### src/hw/rtl/dmpb_pkg.sv
// Shared types and constants for the minimum-depth pyramid builder.
`timescale 1ns / 1ps
package dmpb_pkg;
    localparam int MAX_WIDTH  = 4096;
    localparam int MAX_LEVELS = 12;
    localparam int DEPTH_W = 24;
    localparam int COORD_W = 24;
    localparam int SQ_W    = 2 * COORD_W;
    localparam int SUM_W   = SQ_W + 2;
    localparam int ROOT_W  = SUM_W / 2;
    localparam int REM_W   = ROOT_W + 2;
    localparam int ITER_W  = $clog2(ROOT_W);
    localparam int COL_W   = 13;
    localparam int ROW_W   = 12;
    localparam int LVL_W   = 4;
    localparam int Q_DEPTH = 2;
    localparam logic [DEPTH_W-1:0] DEPTH_MAX = '1;
    localparam logic [12:0] MAX_HEIGHT = 13'd4096;

    localparam logic [1:0] REG_WIDTH  = 2'd0;
    localparam logic [1:0] REG_HEIGHT = 2'd1;
    localparam logic [1:0] REG_LEVELS = 2'd2;

    typedef struct packed {
        logic signed [COORD_W-1:0] pos_x;
        logic signed [COORD_W-1:0] pos_y;
        logic signed [COORD_W-1:0] pos_z;
    } t_in;

    typedef struct packed {
        logic [LVL_W-1:0]   level;
        logic [11:0]        col;
        logic [11:0]        row;
        logic [DEPTH_W-1:0] depth;
        logic               last;
        logic               frame_min_valid;
        logic [DEPTH_W-1:0] frame_min;
    } t_out;

    // Clamped frame geometry shared by the front and back parts.
    typedef struct packed {
        logic [12:0]      w;
        logic [12:0]      h;
        logic [LVL_W-1:0] nl;
    } t_cfg;

    // One level-0 pixel handed from the front to the back.
    typedef struct packed {
        logic [DEPTH_W-1:0] depth;
        logic [COL_W-1:0]   col;
        logic [ROW_W-1:0]   row;
        logic               frame_start;
        logic               frame_end;
    } t_q;

    function automatic logic [DEPTH_W-1:0] min24(input logic [DEPTH_W-1:0] a,
                                                 input logic [DEPTH_W-1:0] b);
        return (a < b) ? a : b;
    endfunction
endpackage

### src/hw/rtl/dmpb_queue.sv
// Two-entry queue between the front and back parts.
`timescale 1ns / 1ps
module dmpb_queue (
    input  logic         i_clk,
    input  logic         i_rst_n,
    input  logic         i_push,
    input  dmpb_pkg::t_q i_push_data,
    output logic         o_full,
    input  logic         i_pop,
    output logic         o_empty,
    output dmpb_pkg::t_q o_pop_data
);
    import dmpb_pkg::*;

    localparam int PW = $clog2(Q_DEPTH);

    t_q            r_mem [Q_DEPTH];
    logic [PW-1:0] r_wr, r_rd;
    logic [PW:0]   r_cnt;

    assign o_full     = (r_cnt == (PW+1)'(Q_DEPTH));
    assign o_empty    = (r_cnt == '0);
    assign o_pop_data = r_mem[r_rd];

    always_ff @(posedge i_clk) begin
        if (!i_rst_n) begin
            r_wr  <= '0;
            r_rd  <= '0;
            r_cnt <= '0;
        end else begin
            if (i_push) r_wr <= (r_wr == PW'(Q_DEPTH - 1)) ? '0 : r_wr + 1'b1;
            if (i_pop)  r_rd <= (r_rd == PW'(Q_DEPTH - 1)) ? '0 : r_rd + 1'b1;
            if (i_push && !i_pop) r_cnt <= r_cnt + 1'b1;
            else if (i_pop && !i_push) r_cnt <= r_cnt - 1'b1;
        end
    end

    always_ff @(posedge i_clk) begin
        if (i_push) r_mem[r_wr] <= i_push_data;
    end

`ifndef SYNTHESIS
    a_no_overflow: assert property (@(posedge i_clk) disable iff (!i_rst_n)
        o_full |-> !i_push) else $error("queue written while full");
    a_no_underflow: assert property (@(posedge i_clk) disable iff (!i_rst_n)
        o_empty |-> !i_pop) else $error("queue read while empty");
    a_count_range: assert property (@(posedge i_clk) disable iff (!i_rst_n)
        r_cnt <= (PW+1)'(Q_DEPTH)) else $error("queue count out of range");
`endif
endmodule

### config.mk
export PLATFORM = sky130hd
export DESIGN_NAME = dmpb_queue
export DESIGN_NICKNAME = d
export VERILOG_FILES = /design/src/hw/rtl/dmpb_pkg.sv /design/src/hw/rtl/dmpb_queue.sv
export SDC_FILE = /design/constraint.sdc
export NUM_CORES = 1
export LEC_CHECK = 0
export ABC_AREA = 1
export CAP_MARGIN = 20
export CORE_UTILIZATION = 40
export CTS_CLUSTER_SIZE = 24
export DETAILED_ROUTE_END_ITERATION = 8
export DONT_BUFFER_PORTS = 1
export MAX_ROUTING_LAYER = met4
export PLACE_DENSITY_LB_ADDON = 0.2
export SYNTH_ARGS = -nofsm -noshare
export SYNTH_HDL_FRONTEND = slang
export SYNTH_SLANG_ARGS = --single-unit
### constraint.sdc
create_clock -name i_clk -period 3.43 [get_ports i_clk]
set_input_delay 0.1715 -clock i_clk [delete_from_list [all_inputs] [get_ports i_clk]]
set_output_delay 0.1715 -clock i_clk [all_outputs]
set_load 0.02 [all_outputs]
Word-level counts from Yosys, hierarchy flattened
Memory sizes are Yosys's and may differ from the RTL's. A register that Yosys moved wholly into a read port is not among the register bits.
Index checks and enable logic that the tools add are counted.

cells by class
  add/sub/neg operators = 4
  equal/unequal tests = 1
  mux-type cells = 8
  reductions and logical operators = 6

operator list
  cell                                                                 count
  1-bit 2-to-1 mux                                                     6
  2-bit 2-to-1 mux                                                     2
  1-bit adder (second input constant)                                  2
  2-bit by 1-bit adder with 2-bit output (second input constant)       1
  2-bit == test (second input constant)                                1
  1-bit logical AND                                                    2
  1-bit logical NOT                                                    2
  2-bit logical NOT                                                    1
  2-bit nonzero test                                                   1
  2-bit by 1-bit subtractor with 2-bit output (second input constant)  1

word-level totals
  flip-flop bits (word level) = 4
  memory bits (writable) = 102
  bits of input ports = 55
  memories kept = 1

memory list
  memory  words  bits a word  rd ports  clocked after memory_dff  wr ports  RTL line          RTL
  r_mem   2      51           1         1                         1         dmpb_queue.sv:17  t_q r_mem [Q_DEPTH];

Longest topological paths before layout
  depth in word-level cells = 4
  mapped depth = 8
  gate-level depth less buffers = 8

Worst setup path after synthesis
Ideal clock, no wire load.

  path kind = reg2reg
  start = reg r_wr
  end = mem r_mem[0][0] in the netlist's numbering, enable pin
  library setup time = 461 ps
  arrival = 2,459 ps
  path slack = 510 ps
  stages on the path, launching flop included = 2
  path buffers = 0
  period minus slack after synthesis = 2,920 ps
  cell sequence = dfxtp_1 nor2_1

RTL lines
  what                    RTL line          RTL
  start, declared         dmpb_queue.sv:18  logic [PW-1:0] r_wr, r_rd;
  start signal, assigned  dmpb_queue.sv:31  if (i_push) r_wr <= (r_wr == PW'(Q_DEPTH - 1)) ? '0 : r_wr + 1'b1;
  end, declared           dmpb_queue.sv:17

Straight into the memory's write port.

==> impl_metrics.ini <==
[logic_synthesis]
syn-num-nets = 250
syn_area_per_cell_um2 = 21.5
synth_ff_type = edfxtp_1
syn_inst = 194
ys_ff_latch = 107
yosysMostFrequentCell = edfxtp_1
yosysTopAreaCellShare_pct = 73.6
synth_common_cells = edfxtp_1 (102), mux2_4 (50), nor2_1 (9), inv_1 (8), nand2_1 (8)
syn_area_um2 = 4160
yosys.area.top_type = edfxtp_1
ys_warn_count = 0
postSynth.asyncResetShare_pct = 0
synthDistinctLibCells = 14
synth_edf_count = 102
synth_area_leaders = edfxtp_1 (74%), mux2_4 (18%), buf_12 (2.4%), dfxtp_1 (2.4%), nor2_1 (0.81%)
ys_seq_area_share_pct = 76.0

[worst_setup_path]
slowest_stage = dfxtp_4
regToRegStartpoint = r_wr
arrival_ns = 1.84
max_stage_delay_ns = 0.96
r2r_slack_ns = 1.77
crit_family = flip-flops
cp_num_buf_inv = 0
critPathLaunchType = flop
crit_required_ns = 3.26
worstSetupPathType = reg2out
end_kind = output pin
r2r_cells = 2
crit_fanout = 51
path_cells = mux2_2
r2r-end = r_mem[0][31]

[routing]
routedWlPerCell_um = 17.3
ant_nets = 0
drc = 0
vias = 1847
vias_per_cell = 4.71
drt_iter0_drc = 81
first_pass_iters = 4
routed_wl_um = 6780

[layout]
area_growth_pct = 19.2
nets = 311
utilization_pct = 50.1
insertedDiodeCount = 0
nFillCells = 824
drive_above_1_share_pct = 27.0
stdcell_count = 392

[global_route]
antenna_found_initial = 0
grt_max_degree = 52
grt_pass1_vias = 1998
grt_pass1_wl_um = 10300
grt_overflow = 0
grt_usage_pct = 13.2

[sta]
clock.fmax_mhz = 498
timing.hold.ws_ns = 0.104
worst_slew_pin_slew_ns = 0.963
skew_ns = 0.00730
fin_crit_sh_pct = 58.5
hold_viol_final = 0
rsz0062_at_grt = no
setup_tns_ns = 0
setup_viol = 0
relSlewSlack_pct = 35.8
finalCriticalPeriod_ns = 2.01
final-max-slew-violation-count = 0

[clock_network]
cts_num_sinks = 107
clk_pin_slew_ns = 0.09
numCtsBuffers = 9
cts_tree = done
htreeDepth = 3
postCtsResizedCells = 0
cts-root-buf = clkbuf_8
holdBufCountCts = 54
clock_latency_ns = 0.35
cts.path.max_buffers = 2
cts_setup_buffers = 0

[power]
power_frac_seq_pct = 61.7
cellLeakagePower_uw = 0.00179
internal-power_uw = 1920
ir_drop_mv = 0.263
pwr-share-comb_pct = 12.1
power_uw = 2520
switchingPower_uw = 599
clockPowerShare_pct = 26.3
netSwitchingFraction_pct = 23.8
p_per_area_nw_per_um2 = 507

[placed_design]
dp_cells = 322
place.port_buffers = 0
hpwl_um = 4330
gp_congestion = 0.670

[floorplanning]
die_x_um = 104
die_area_um2 = 10800
core_um2 = 9910
start_util_pct = 42.0
rows = 36
die_y_um = 104
io_pins = 108

[hold_path]
hp-start = i_push
hp-class = in2reg
hold_depth = 2
holdPathEnd = r_cnt[0]

[flow_run]
cap_violations = 0

[outcome]
status = finished clean
[cell usage in the layout, fill, tap and decap left out, drive strengths merged]
cell,instances
edfxtp,102
dlygate4sd3,54
mux2,51
clkbuf,10
inv,10
nor2,9
nand2,8
dfxtp,5
clkinv,2
buf,2
o21ai,1
a21oi,1
nand3,1
nand4,1
ha,1
clkinvlp,1
[metrics by stage]
step	area, um2	worst slack (ns)
final	4960	1.42
after global routing	4960	1.31
after CTS	4940	1.36
after detailed placement	4240	1.70
after global placement	4240	1.79
after floorplan	4160	0.510
[cells by family after synthesis]
| group | Yosys count | synth area share, % |
|---|---|---|
| simple gates | 19 | 1.80 |
| fa+ha+maj | 1 | 0.300 |
| buf+inv | 14 | 3.40 |
| compound gates | 2 | 0.240 |
| flops | 107 | 76.0 |
| mux | 51 | 18.3 |
[how the worst max path moves through the flow]
| stage | cells after the start | endpoint | startpoint |
|---|---|---|---|
| floorplan | 1 | r_mem[0][0] | r_wr |
| global route | 1 | o_pop_data[30] | flop |
| CTS | 1 | o_pop_data[30] | flop |
| detailed placement | 2 | r_mem[1][0] | r_wr |
| global placement | 2 | r_mem[1][5] | r_wr |
| finish | 1 | o_pop_data[30] | flop |
[area by class of cell]
type | instances | area [um2] | share of cell area [%]
sequential | 107 | 3170 | 63.8
multi-input combinational | 73 | 867 | 17.5
timing repair buffer | 56 | 568 | 11.4
tap | 133 | 166 | 3.35
clock buffer | 10 | 128 | 2.57
clock inverter | 5 | 38.8 | 0.781
inverter | 8 | 30.0 | 0.605
[power groups by stage]
stage,combinational (uW),sequential [uW],clock [uW]
after detailed placement,244,1590,0
final,303,1550,660
after global placement,237,1580,0
after CTS,303,1550,682
after global routing,321,1560,732
after floorplan,252,1550,0
[flip-flops by register name, indices dropped and copies added, names as in the netlist, named ones only]
signal  flops
r_cnt       2
r_wr        1
r_rd        1
r_mem     102
[layer usage]
| layer | global-route usage [%] | part of all wire [%] | vias to the layer above |
|---|---|---|---|
| met2 | 23.3 | 55 | 66 |
| met4 | 5.82 | 1.4 | 0 |
| met3 | 3.82 | 5.5 | 9 |
| li1 | - | - | 857 |
| met1 | 13.7 | 38 | 915 |
| met5 | - | 0 | - |
Power figures use the tool's default switching activity.
