[src/hw/rtl/dmpb_pkg.sv]
// Shared types and constants for the minimum-depth pyramid builder.
`timescale 1ns / 1ps
package dmpb_pkg;
    localparam int MAX_WIDTH  = 4096;
    localparam int MAX_LEVELS = 12;
    localparam int DEPTH_W = 24;
    localparam int COORD_W = 24;
    localparam int SQ_W    = 2 * COORD_W;
    localparam int SUM_W   = SQ_W + 2;
    localparam int ROOT_W  = SUM_W / 2;
    localparam int REM_W   = ROOT_W + 2;
    localparam int ITER_W  = $clog2(ROOT_W);
    localparam int COL_W   = 13;
    localparam int ROW_W   = 12;
    localparam int LVL_W   = 4;
    localparam int Q_DEPTH = 2;
    localparam logic [DEPTH_W-1:0] DEPTH_MAX = '1;
    localparam logic [12:0] MAX_HEIGHT = 13'd4096;

    localparam logic [1:0] REG_WIDTH  = 2'd0;
    localparam logic [1:0] REG_HEIGHT = 2'd1;
    localparam logic [1:0] REG_LEVELS = 2'd2;

    typedef struct packed {
        logic signed [COORD_W-1:0] pos_x;
        logic signed [COORD_W-1:0] pos_y;
        logic signed [COORD_W-1:0] pos_z;
    } t_in;

    typedef struct packed {
        logic [LVL_W-1:0]   level;
        logic [11:0]        col;
        logic [11:0]        row;
        logic [DEPTH_W-1:0] depth;
        logic               last;
        logic               frame_min_valid;
        logic [DEPTH_W-1:0] frame_min;
    } t_out;

    // Clamped frame geometry shared by the front and back parts.
    typedef struct packed {
        logic [12:0]      w;
        logic [12:0]      h;
        logic [LVL_W-1:0] nl;
    } t_cfg;

    // One level-0 pixel handed from the front to the back.
    typedef struct packed {
        logic [DEPTH_W-1:0] depth;
        logic [COL_W-1:0]   col;
        logic [ROW_W-1:0]   row;
        logic               frame_start;
        logic               frame_end;
    } t_q;

    function automatic logic [DEPTH_W-1:0] min24(input logic [DEPTH_W-1:0] a,
                                                 input logic [DEPTH_W-1:0] b);
        return (a < b) ? a : b;
    endfunction
endpackage

[src/hw/rtl/dmpb_front.sv]
// Front part: pixel position counters and the rounded Euclidean length.
`timescale 1ns / 1ps
module dmpb_front (
    input  logic           i_clk,
    input  logic           i_rst_n,
    input  dmpb_pkg::t_cfg i_cfg,
    input  logic           i_cfg_wr,
    input  logic           i_in_valid,
    input  dmpb_pkg::t_in  i_in_data,
    output logic           o_in_stall,
    output logic           o_push,
    output dmpb_pkg::t_q   o_push_data,
    input  logic           i_full
);
    import dmpb_pkg::*;

    localparam logic [2:0] F_IDLE = 3'd0;
    localparam logic [2:0] F_MUL  = 3'd1;
    localparam logic [2:0] F_ADD  = 3'd2;
    localparam logic [2:0] F_ROOT = 3'd3;
    localparam logic [2:0] F_PUSH = 3'd4;

    logic [2:0]         r_state, n_state;
    logic [COL_W-1:0]   r_col_cnt;
    logic [ROW_W-1:0]   r_row_cnt;
    logic [COL_W-1:0]   r_col;
    logic [ROW_W-1:0]   r_row;
    logic               r_start, r_end;
    logic [COORD_W-1:0] r_mx, r_my, r_mz;
    logic [SQ_W-1:0]    r_sx, r_sy, r_sz;
    logic [SUM_W-1:0]   r_rad;
    logic [REM_W-1:0]   r_rem;
    logic [ROOT_W-1:0]  r_root;
    logic [ITER_W-1:0]  r_iter;

    logic               accept;
    logic               col_wrap, row_wrap;
    logic [REM_W+1:0]   rem_sh, trial;
    logic [ROOT_W:0]    rounded;
    logic [DEPTH_W-1:0] depth;

    function automatic logic [COORD_W-1:0] mag(input logic signed [COORD_W-1:0] v);
        return v[COORD_W-1] ? COORD_W'(-v) : COORD_W'(v);
    endfunction

    assign o_in_stall = (r_state != F_IDLE);
    assign accept     = i_in_valid && !o_in_stall;
    assign col_wrap   = (14'(r_col_cnt) + 14'd1 >= 14'(i_cfg.w));
    assign row_wrap   = (13'(r_row_cnt) + 13'd1 >= i_cfg.h);

    // One result bit per cycle of the digit-by-digit square root.
    assign rem_sh = {r_rem, r_rad[SUM_W-1 -: 2]};
    assign trial  = (REM_W+2)'({r_root, 2'b01});

    // Round to nearest: the remainder exceeds the root when the length is past the half.
    assign rounded = (ROOT_W+1)'(r_root) + ((ROOT_W+1)'(r_rem > REM_W'(r_root)));
    assign depth   = (rounded > (ROOT_W+1)'(DEPTH_MAX)) ? DEPTH_MAX : DEPTH_W'(rounded);

    assign o_push = (r_state == F_PUSH) && !i_full;
    assign o_push_data = '{depth: depth, col: r_col, row: r_row,
                           frame_start: r_start, frame_end: r_end};

    always_comb begin
        n_state = r_state;
        case (r_state)
            F_IDLE: if (accept) n_state = F_MUL;
            F_MUL:  n_state = F_ADD;
            F_ADD:  n_state = F_ROOT;
            F_ROOT: if (r_iter == ITER_W'(ROOT_W - 1)) n_state = F_PUSH;
            F_PUSH: if (!i_full) n_state = F_IDLE;
            default: n_state = F_IDLE;
        endcase
    end

    always_ff @(posedge i_clk) begin
        if (!i_rst_n) begin
            r_state   <= F_IDLE;
            r_col_cnt <= '0;
            r_row_cnt <= '0;
        end else begin
            r_state <= n_state;
            if (i_cfg_wr) begin
                r_col_cnt <= '0;
                r_row_cnt <= '0;
            end else if (accept) begin
                if (col_wrap) begin
                    r_col_cnt <= '0;
                    r_row_cnt <= row_wrap ? '0 : r_row_cnt + 1'b1;
                end else begin
                    r_col_cnt <= r_col_cnt + 1'b1;
                end
            end
        end
    end

    always_ff @(posedge i_clk) begin
        if (accept) begin
            r_col   <= r_col_cnt;
            r_row   <= r_row_cnt;
            r_start <= (r_col_cnt == '0) && (r_row_cnt == '0);
            r_end   <= col_wrap && row_wrap;
            r_mx    <= mag(i_in_data.pos_x);
            r_my    <= mag(i_in_data.pos_y);
            r_mz    <= mag(i_in_data.pos_z);
        end
        if (r_state == F_MUL) begin
            r_sx <= r_mx * r_mx;
            r_sy <= r_my * r_my;
            r_sz <= r_mz * r_mz;
        end
        if (r_state == F_ADD) begin
            r_rad  <= SUM_W'(r_sx) + SUM_W'(r_sy) + SUM_W'(r_sz);
            r_rem  <= '0;
            r_root <= '0;
            r_iter <= '0;
        end
        if (r_state == F_ROOT) begin
            r_rad  <= r_rad << 2;
            r_iter <= r_iter + 1'b1;
            if (rem_sh >= trial) begin
                r_rem  <= REM_W'(rem_sh - trial);
                r_root <= {r_root[ROOT_W-2:0], 1'b1};
            end else begin
                r_rem  <= REM_W'(rem_sh);
                r_root <= {r_root[ROOT_W-2:0], 1'b0};
            end
        end
    end
endmodule

[config.mk]
export PLATFORM = sky130hd
export DESIGN_NAME = dmpb_front
export DESIGN_NICKNAME = d
export VERILOG_FILES = /design/src/hw/rtl/dmpb_pkg.sv /design/src/hw/rtl/dmpb_front.sv
export SDC_FILE = /design/constraint.sdc
export NUM_CORES = 2
export LEC_CHECK = 0
export BUFFER_PORTS_ARGS = -buffer_cell sky130_fd_sc_hd__clkbuf_2
export CORE_MARGIN = 2
export CORE_UTILIZATION = 45
export DETAILED_ROUTE_END_ITERATION = 8
export GPL_TIMING_DRIVEN = 0
export PLACE_DENSITY = 0.61
export SKIP_CTS_REPAIR_TIMING = 1
export SLEW_MARGIN = 10
export SYNTH_ARGS = -nofsm -noshare
export SYNTH_HDL_FRONTEND = slang
export SYNTH_SLANG_ARGS = --single-unit
[constraint.sdc]
create_clock -name i_clk -period 14.65 [get_ports i_clk]
set_input_delay 2.93 -clock i_clk [delete_from_list [all_inputs] [get_ports i_clk]]
set_output_delay 2.93 -clock i_clk [all_outputs]
set_load 0.05 [all_outputs]
# After elaboration in Yosys (flattened, before gate mapping)
# Cells that the tools add are included.
totals:
  input_bits: 107
  output_inout_bits: 53
  register_bits: 378
  wordCells: 84
classes:
  order_cmp: 5
  n_addsub: 12
  n_reduce_logical: 14
  n_mul: 3
  eq_ne: 8
  bitwise: 1
  mux: 20
ops:
  columns: ["op", "n"]
  rows:
  - ["multiplier 24 x 24 -> 48 bit", 3]
  - ["two-way mux 50 bit", 2]
  - ["two-way mux 27 bit", 3]
  - ["negator 24 bit", 3]
  - ["two-way mux 23 bit", 3]
  - ["adder 49 x 48 -> 50 bit", 1]
  - ["two-way mux 25 bit", 2]
  - ["adder 48 x 48 -> 49 bit", 1]
  - ["greater-or-equal comparator 29 x 27 -> 1 bit", 1]
  - ["greater-than comparator 27 x 25 -> 1 bit", 1]
  - ["subtractor 27 bit", 1]
  - ["adder 25 x 1 -> 26 bit", 1]
  - ["greater-than comparator 26 x 24 -> 1 bit, second input constant", 1]
  - ["two-way mux 24 bit", 1]
  - ["case mux 3 bit (5 select lines)", 1]
  - ["adder 13 x 1 -> 14 bit, second input constant", 1]
  - ["greater-or-equal comparator 14 x 13 -> 1 bit", 1]
  - ["adder 12 x 1 -> 13 bit, second input constant", 1]
  - ["adder 13 x 1 -> 13 bit, second input constant", 1]
  - ["greater-or-equal comparator 13 bit", 1]
  - ["logical NOT 13 bit", 1]
  - ["two-way mux 13 bit", 1]
  - ["adder 12 x 1 -> 12 bit, second input constant", 1]
  - ["logical NOT 12 bit", 1]
  - ["19 further kinds", 29]

# Longest topological paths before layout
logic_depth:
  word_depth: 5
  ltp_mapped: 30
  depth_no_buf: 28

# Least setup slack after synthesis
# OpenSTA, ideal clock, no wires.
synth_path:
  path_kind: "reg2reg"
  from: "register r_state[0]"
  to: "register r_sx[0] (enable)"
  t_required_ns: 13.808
  period_less_slack_ns: 11.956
  stages_incl_launch_ff: 4
  setup_time_ns: 0.842
  n_path_buf: 2
  t_arrival_ns: 11.113
  path_slack_ns: 2.694
  cell_sequence: "dfxtp_1 clkbuf_1 buf_1 nor3b_1"
synth_between:
  elab_chain_cells: 1
synth_lines:
  columns: ["item", "line", "rtl"]
  rows:
  - ["start: declaration", "dmpb_front.sv:23", "logic [2:0] r_state, n_state;"]
  - ["start signal: assignment", "dmpb_front.sv:81", "r_state <= n_state;"]
  - ["equality test 3 x 1 -> 1 bit", "dmpb_front.sv:106", "if (r_state == F_MUL) begin"]
  - ["end signal: assignment", "dmpb_front.sv:107", "r_sx <= r_mx * r_mx;"]
  - ["end: declaration", "dmpb_front.sv:30", "logic [SQ_W-1:0] r_sx, r_sy, r_sz;"]
# No other way between the ends.
# A chain may end at the register's enable or synchronous reset.

# Worst setup path after layout
layout_path:
  from: "register r_mz[17]"
  to: "register r_sz[40] (data pin)"
layout_between:
  elab_chain_cells: 1
layout_lines:
  columns: ["item", "line", "rtl"]
  rows:
  - ["start: declaration", "dmpb_front.sv:29", "logic [COORD_W-1:0] r_mx, r_my, r_mz;"]
  - ["start signal: assignment", "dmpb_front.sv:104", "r_mz <= mag(i_in_data.pos_z);"]
  - ["multiplier 24 x 24 -> 48 bit", "dmpb_front.sv:109", "r_sz <= r_mz * r_mz;"]
  - ["end signal: assignment", "dmpb_front.sv:109", null]
  - ["end: declaration", "dmpb_front.sv:30", null]
# No other way between the ends.

==> results.md <==
* Largest net degree at the start of global routing at between 60 and 70
* Number of routed nets with antenna violations at 0
* Yosys top cell by area: fa_1
* Fin. Hold Viols at 0
* Avg Vias per Cell at between 5 and 6
* Ys async rst share at 0%
* Tmin final at 9.04 ns
* First-pass GRT wire length at 284000 µm
* Most frequent CP cell: fa_1
* Hold Path Class: flop to flop
* DR iter-0 viols at between 2000 and 3000
* Seq/Total Area, Yosys at roughly 16%
* Post-synthesis cell count at 7183
* Rel. slew slack at between 30% and 40%
* Yosys warns at 0
* Startpoint Class: flop
* WP buf/inv at 7
* DR vias at approximately 50000
* Die area at about 160000 µm²
* Area share of the largest cell type after synthesis at a little under two fifths
* Worst slack, placed at ~5.6 ns
* Req. time, crit path at roughly 15 ns
* CTS tree: done
* Die width at 396 µm
* Final slew viol count at 0
* Setup WS post-layout at ~5.6 ns
* Total global-route track usage at around 23%
* #FFs+latches synth at about 380
* RSZ-0062 raised after global routing: false
* CTS buffer count at 46
* # rows at 143
* Synthesis-to-layout area growth at 7.40%
* Vias in the first global route at around 52000
* Commonest register cell after synthesis: edfxtp_1
* Maxcap violations at 0
* Outcome: completed
* Clock root cell: clkbuf_16
* Drt pass-1 iters at 6
* Starting Density at 45.4%
* Final Cycle Share at 61.7%
* Worst Skew at roughly 0.043 ns
* Overflow after GRT at 0
* Post-synth cell types at 84
* Post-synth EDFFs at 345
* Clk sinks at roughly 380
* Nets at around 9500
* Worst Path Class, Setup: flop to flop
* Ports at 160
* Routed wire length at between 150000 and 200000 µm
* Worst path max stage delay at a little over 0.7 ns
* Crit-path max FO at 10
* Worst path top cell family by delay: adder cells
* Clock slew at reported path FFs at roughly 0.06 ns
* CP arrival at 9.40 ns
* Htree depth at 2
* F_max at ~110 MHz
* Drt wl/cell at around 19 µm
* Top post-synthesis cells by area: fa_1, edfxtp_1, ha_1
* Antenna violations before repair at 3
* Core area at about 150000 µm²
* Clock Latency Late Sink at about 0.64 ns
* Global placement routability congestion at just over 0.9
* Number of port buffers at between 150 and 200
* Clock tree buffer depth at 3
* Fraction of layout instances using a drive strength above 1 at just under 4%
* DP HPWL at around 150000 µm
* Syn Std Cell Area at approximately 69000 µm²
* Final Setup Violations at 0
* Avg Synthesized Cell Area at approximately 9.6 µm²
* Die H at just under 400 µm
* Slowest CP cell: clkbuf_1
* # DRC at 0
* CP Capture Type: flop
* Worst Max-Slew Pin Slew at approximately 1 ns
[path summary, 6_finish.rpt]
path	cells past startpoint	endpoint	from	slack (ns)
worst max-delay path	25	r_sz[40]	r_mz[17]	5.61
worst min register to register	2	r_rad[0]	r_rad[0]	0.47
worst max register to register	25	r_sz[40]	r_mz[17]	5.61
worst min-delay path	2	r_rad[0]	r_rad[0]	0.47
[layer usage]
layer | global-route usage, % | share of wire [%] | vias to the layer above
met2 | 38.8 | 48 | 1393
li1 | - | - | 22400
met4 | 5.73 | 2.6 | 0
met5 | 0 | 0 | -
met3 | 3.04 | 6.0 | 274
met1 | 31.8 | 44 | 24500
[Yosys cell counts, drive strengths merged, types with 16 or more instances]
master,instances
inv,1893
fa,1314
ha,639
nand2,616
and2,353
edfxtp,345
nor2,294
a21oi,270
xnor2,229
clkbuf,195
o21ai,143
a21o,131
xor2,103
nand3,61
nor2b,50
nand2b,48
nor3,41
and3,36
dfxtp,30
nand4,30
o31ai,30
o21bai,27
a31oi,24
buf,20
a22o,18
o41ai,17
a211oi,16
mux2i,16
[worst reg2reg max path, stage by stage, from the launching register on]
cell and delay (ns):
edfxtp_1 0.50, clkbuf_1 0.60, clkbuf_1 0.71, nand2_1 0.28, fa_1 0.59, inv_1 0.05, fa_1 0.50, fa_1 0.55
inv_1 0.05, fa_1 0.49, inv_1 0.05, fa_1 0.48, fa_1 0.49, inv_1 0.05, fa_1 0.57, inv_1 0.08
ha_1 0.34, a21o_1 0.20, a31oi_1 0.21, o221ai_1 0.18, o31ai_1 0.54, a31oi_1 0.35, a21oi_1 0.31, a21oi_1 0.13
o41ai_1 0.32, xnor2_1 0.14
[sequential cells by signal, summed over array words and instances, names as in the netlist]
signal,flops
r_mz,24
r_state,3
r_start,1
r_sy,47
r_row_cnt,12
r_col,13
r_sz,47
r_iter,5
r_row,12
r_end,1
r_root,25
r_sx,47
r_col_cnt,13
r_rem,27
r_mx,24
r_rad,50
r_my,24
[cell type report]
type                    instances  area [µm²]
diodes                          2        5.00
fillers                     14300       77900
clock buffers                  56        1210
well taps                    2030        2540
flip-flops and latches        375       11000
multi-input cells            4701       50300
inverters                    1893        7110
plain buffers                 215         835
repair buffers                171         978
clock inverters                29         369
[per-stage QoR]
step	TNS, ns	util [%]	area, µm²	std cells	hold slack [ns]
after global routing	0	48.8	74300	9470	0.511
after CTS	0	48.8	74300	9470	0.475
final	0	48.8	74300	9472	0.473
after global placement	-264.72	47.6	72500	9369	0.437
after detailed placement	0	47.8	72700	9385	0.459
after floorplan	0	-	69200	7184	0.425
[layout by cell type (no fill, tap or decap), types with 16 or more instances in the layout]
cell type,instances
clkbuf_2,155
inv_1,1892
nor3_1,40
fa_1,1314
a21o_1,131
clkbuf_1,202
a22o_1,18
o21bai_1,26
mux2i_1,16
xor2_1,103
o21ai_0,136
a31oi_1,22
nand2b_1,48
clkbuf_16,46
o31ai_1,26
and3_1,36
nand3_1,60
xnor2_1,229
ha_1,639
nand4_1,30
dfxtp_1,30
edfxtp_1,345
and2_1,353
o41ai_1,17
a21oi_1,270
nor2b_1,50
nor2_1,294
nand2_1,616
[kinds of logic (layout without fill, tap and decap cells)]
| kind of cell | Yosys count | in the layout | share of synthesized area, % |
|---|---|---|---|
| compound gates | 771 | 771 | 7.23 |
| xor+xnor | 332 | 332 | 4.20 |
| fa+ha+maj | 1953 | 1953 | 49.6 |
| buf+inv | 2108 | 2364 | 11.5 |
| flops | 375 | 375 | 15.8 |
| mux | 19 | 19 | 0.280 |
| other cells | 2 | 5 | 0.0109 |
| simple gates | 1623 | 1623 | 11.4 |
Power is not shown: default switching activity piles up to over one toggle a cycle in this logic, so the estimate is an artifact.
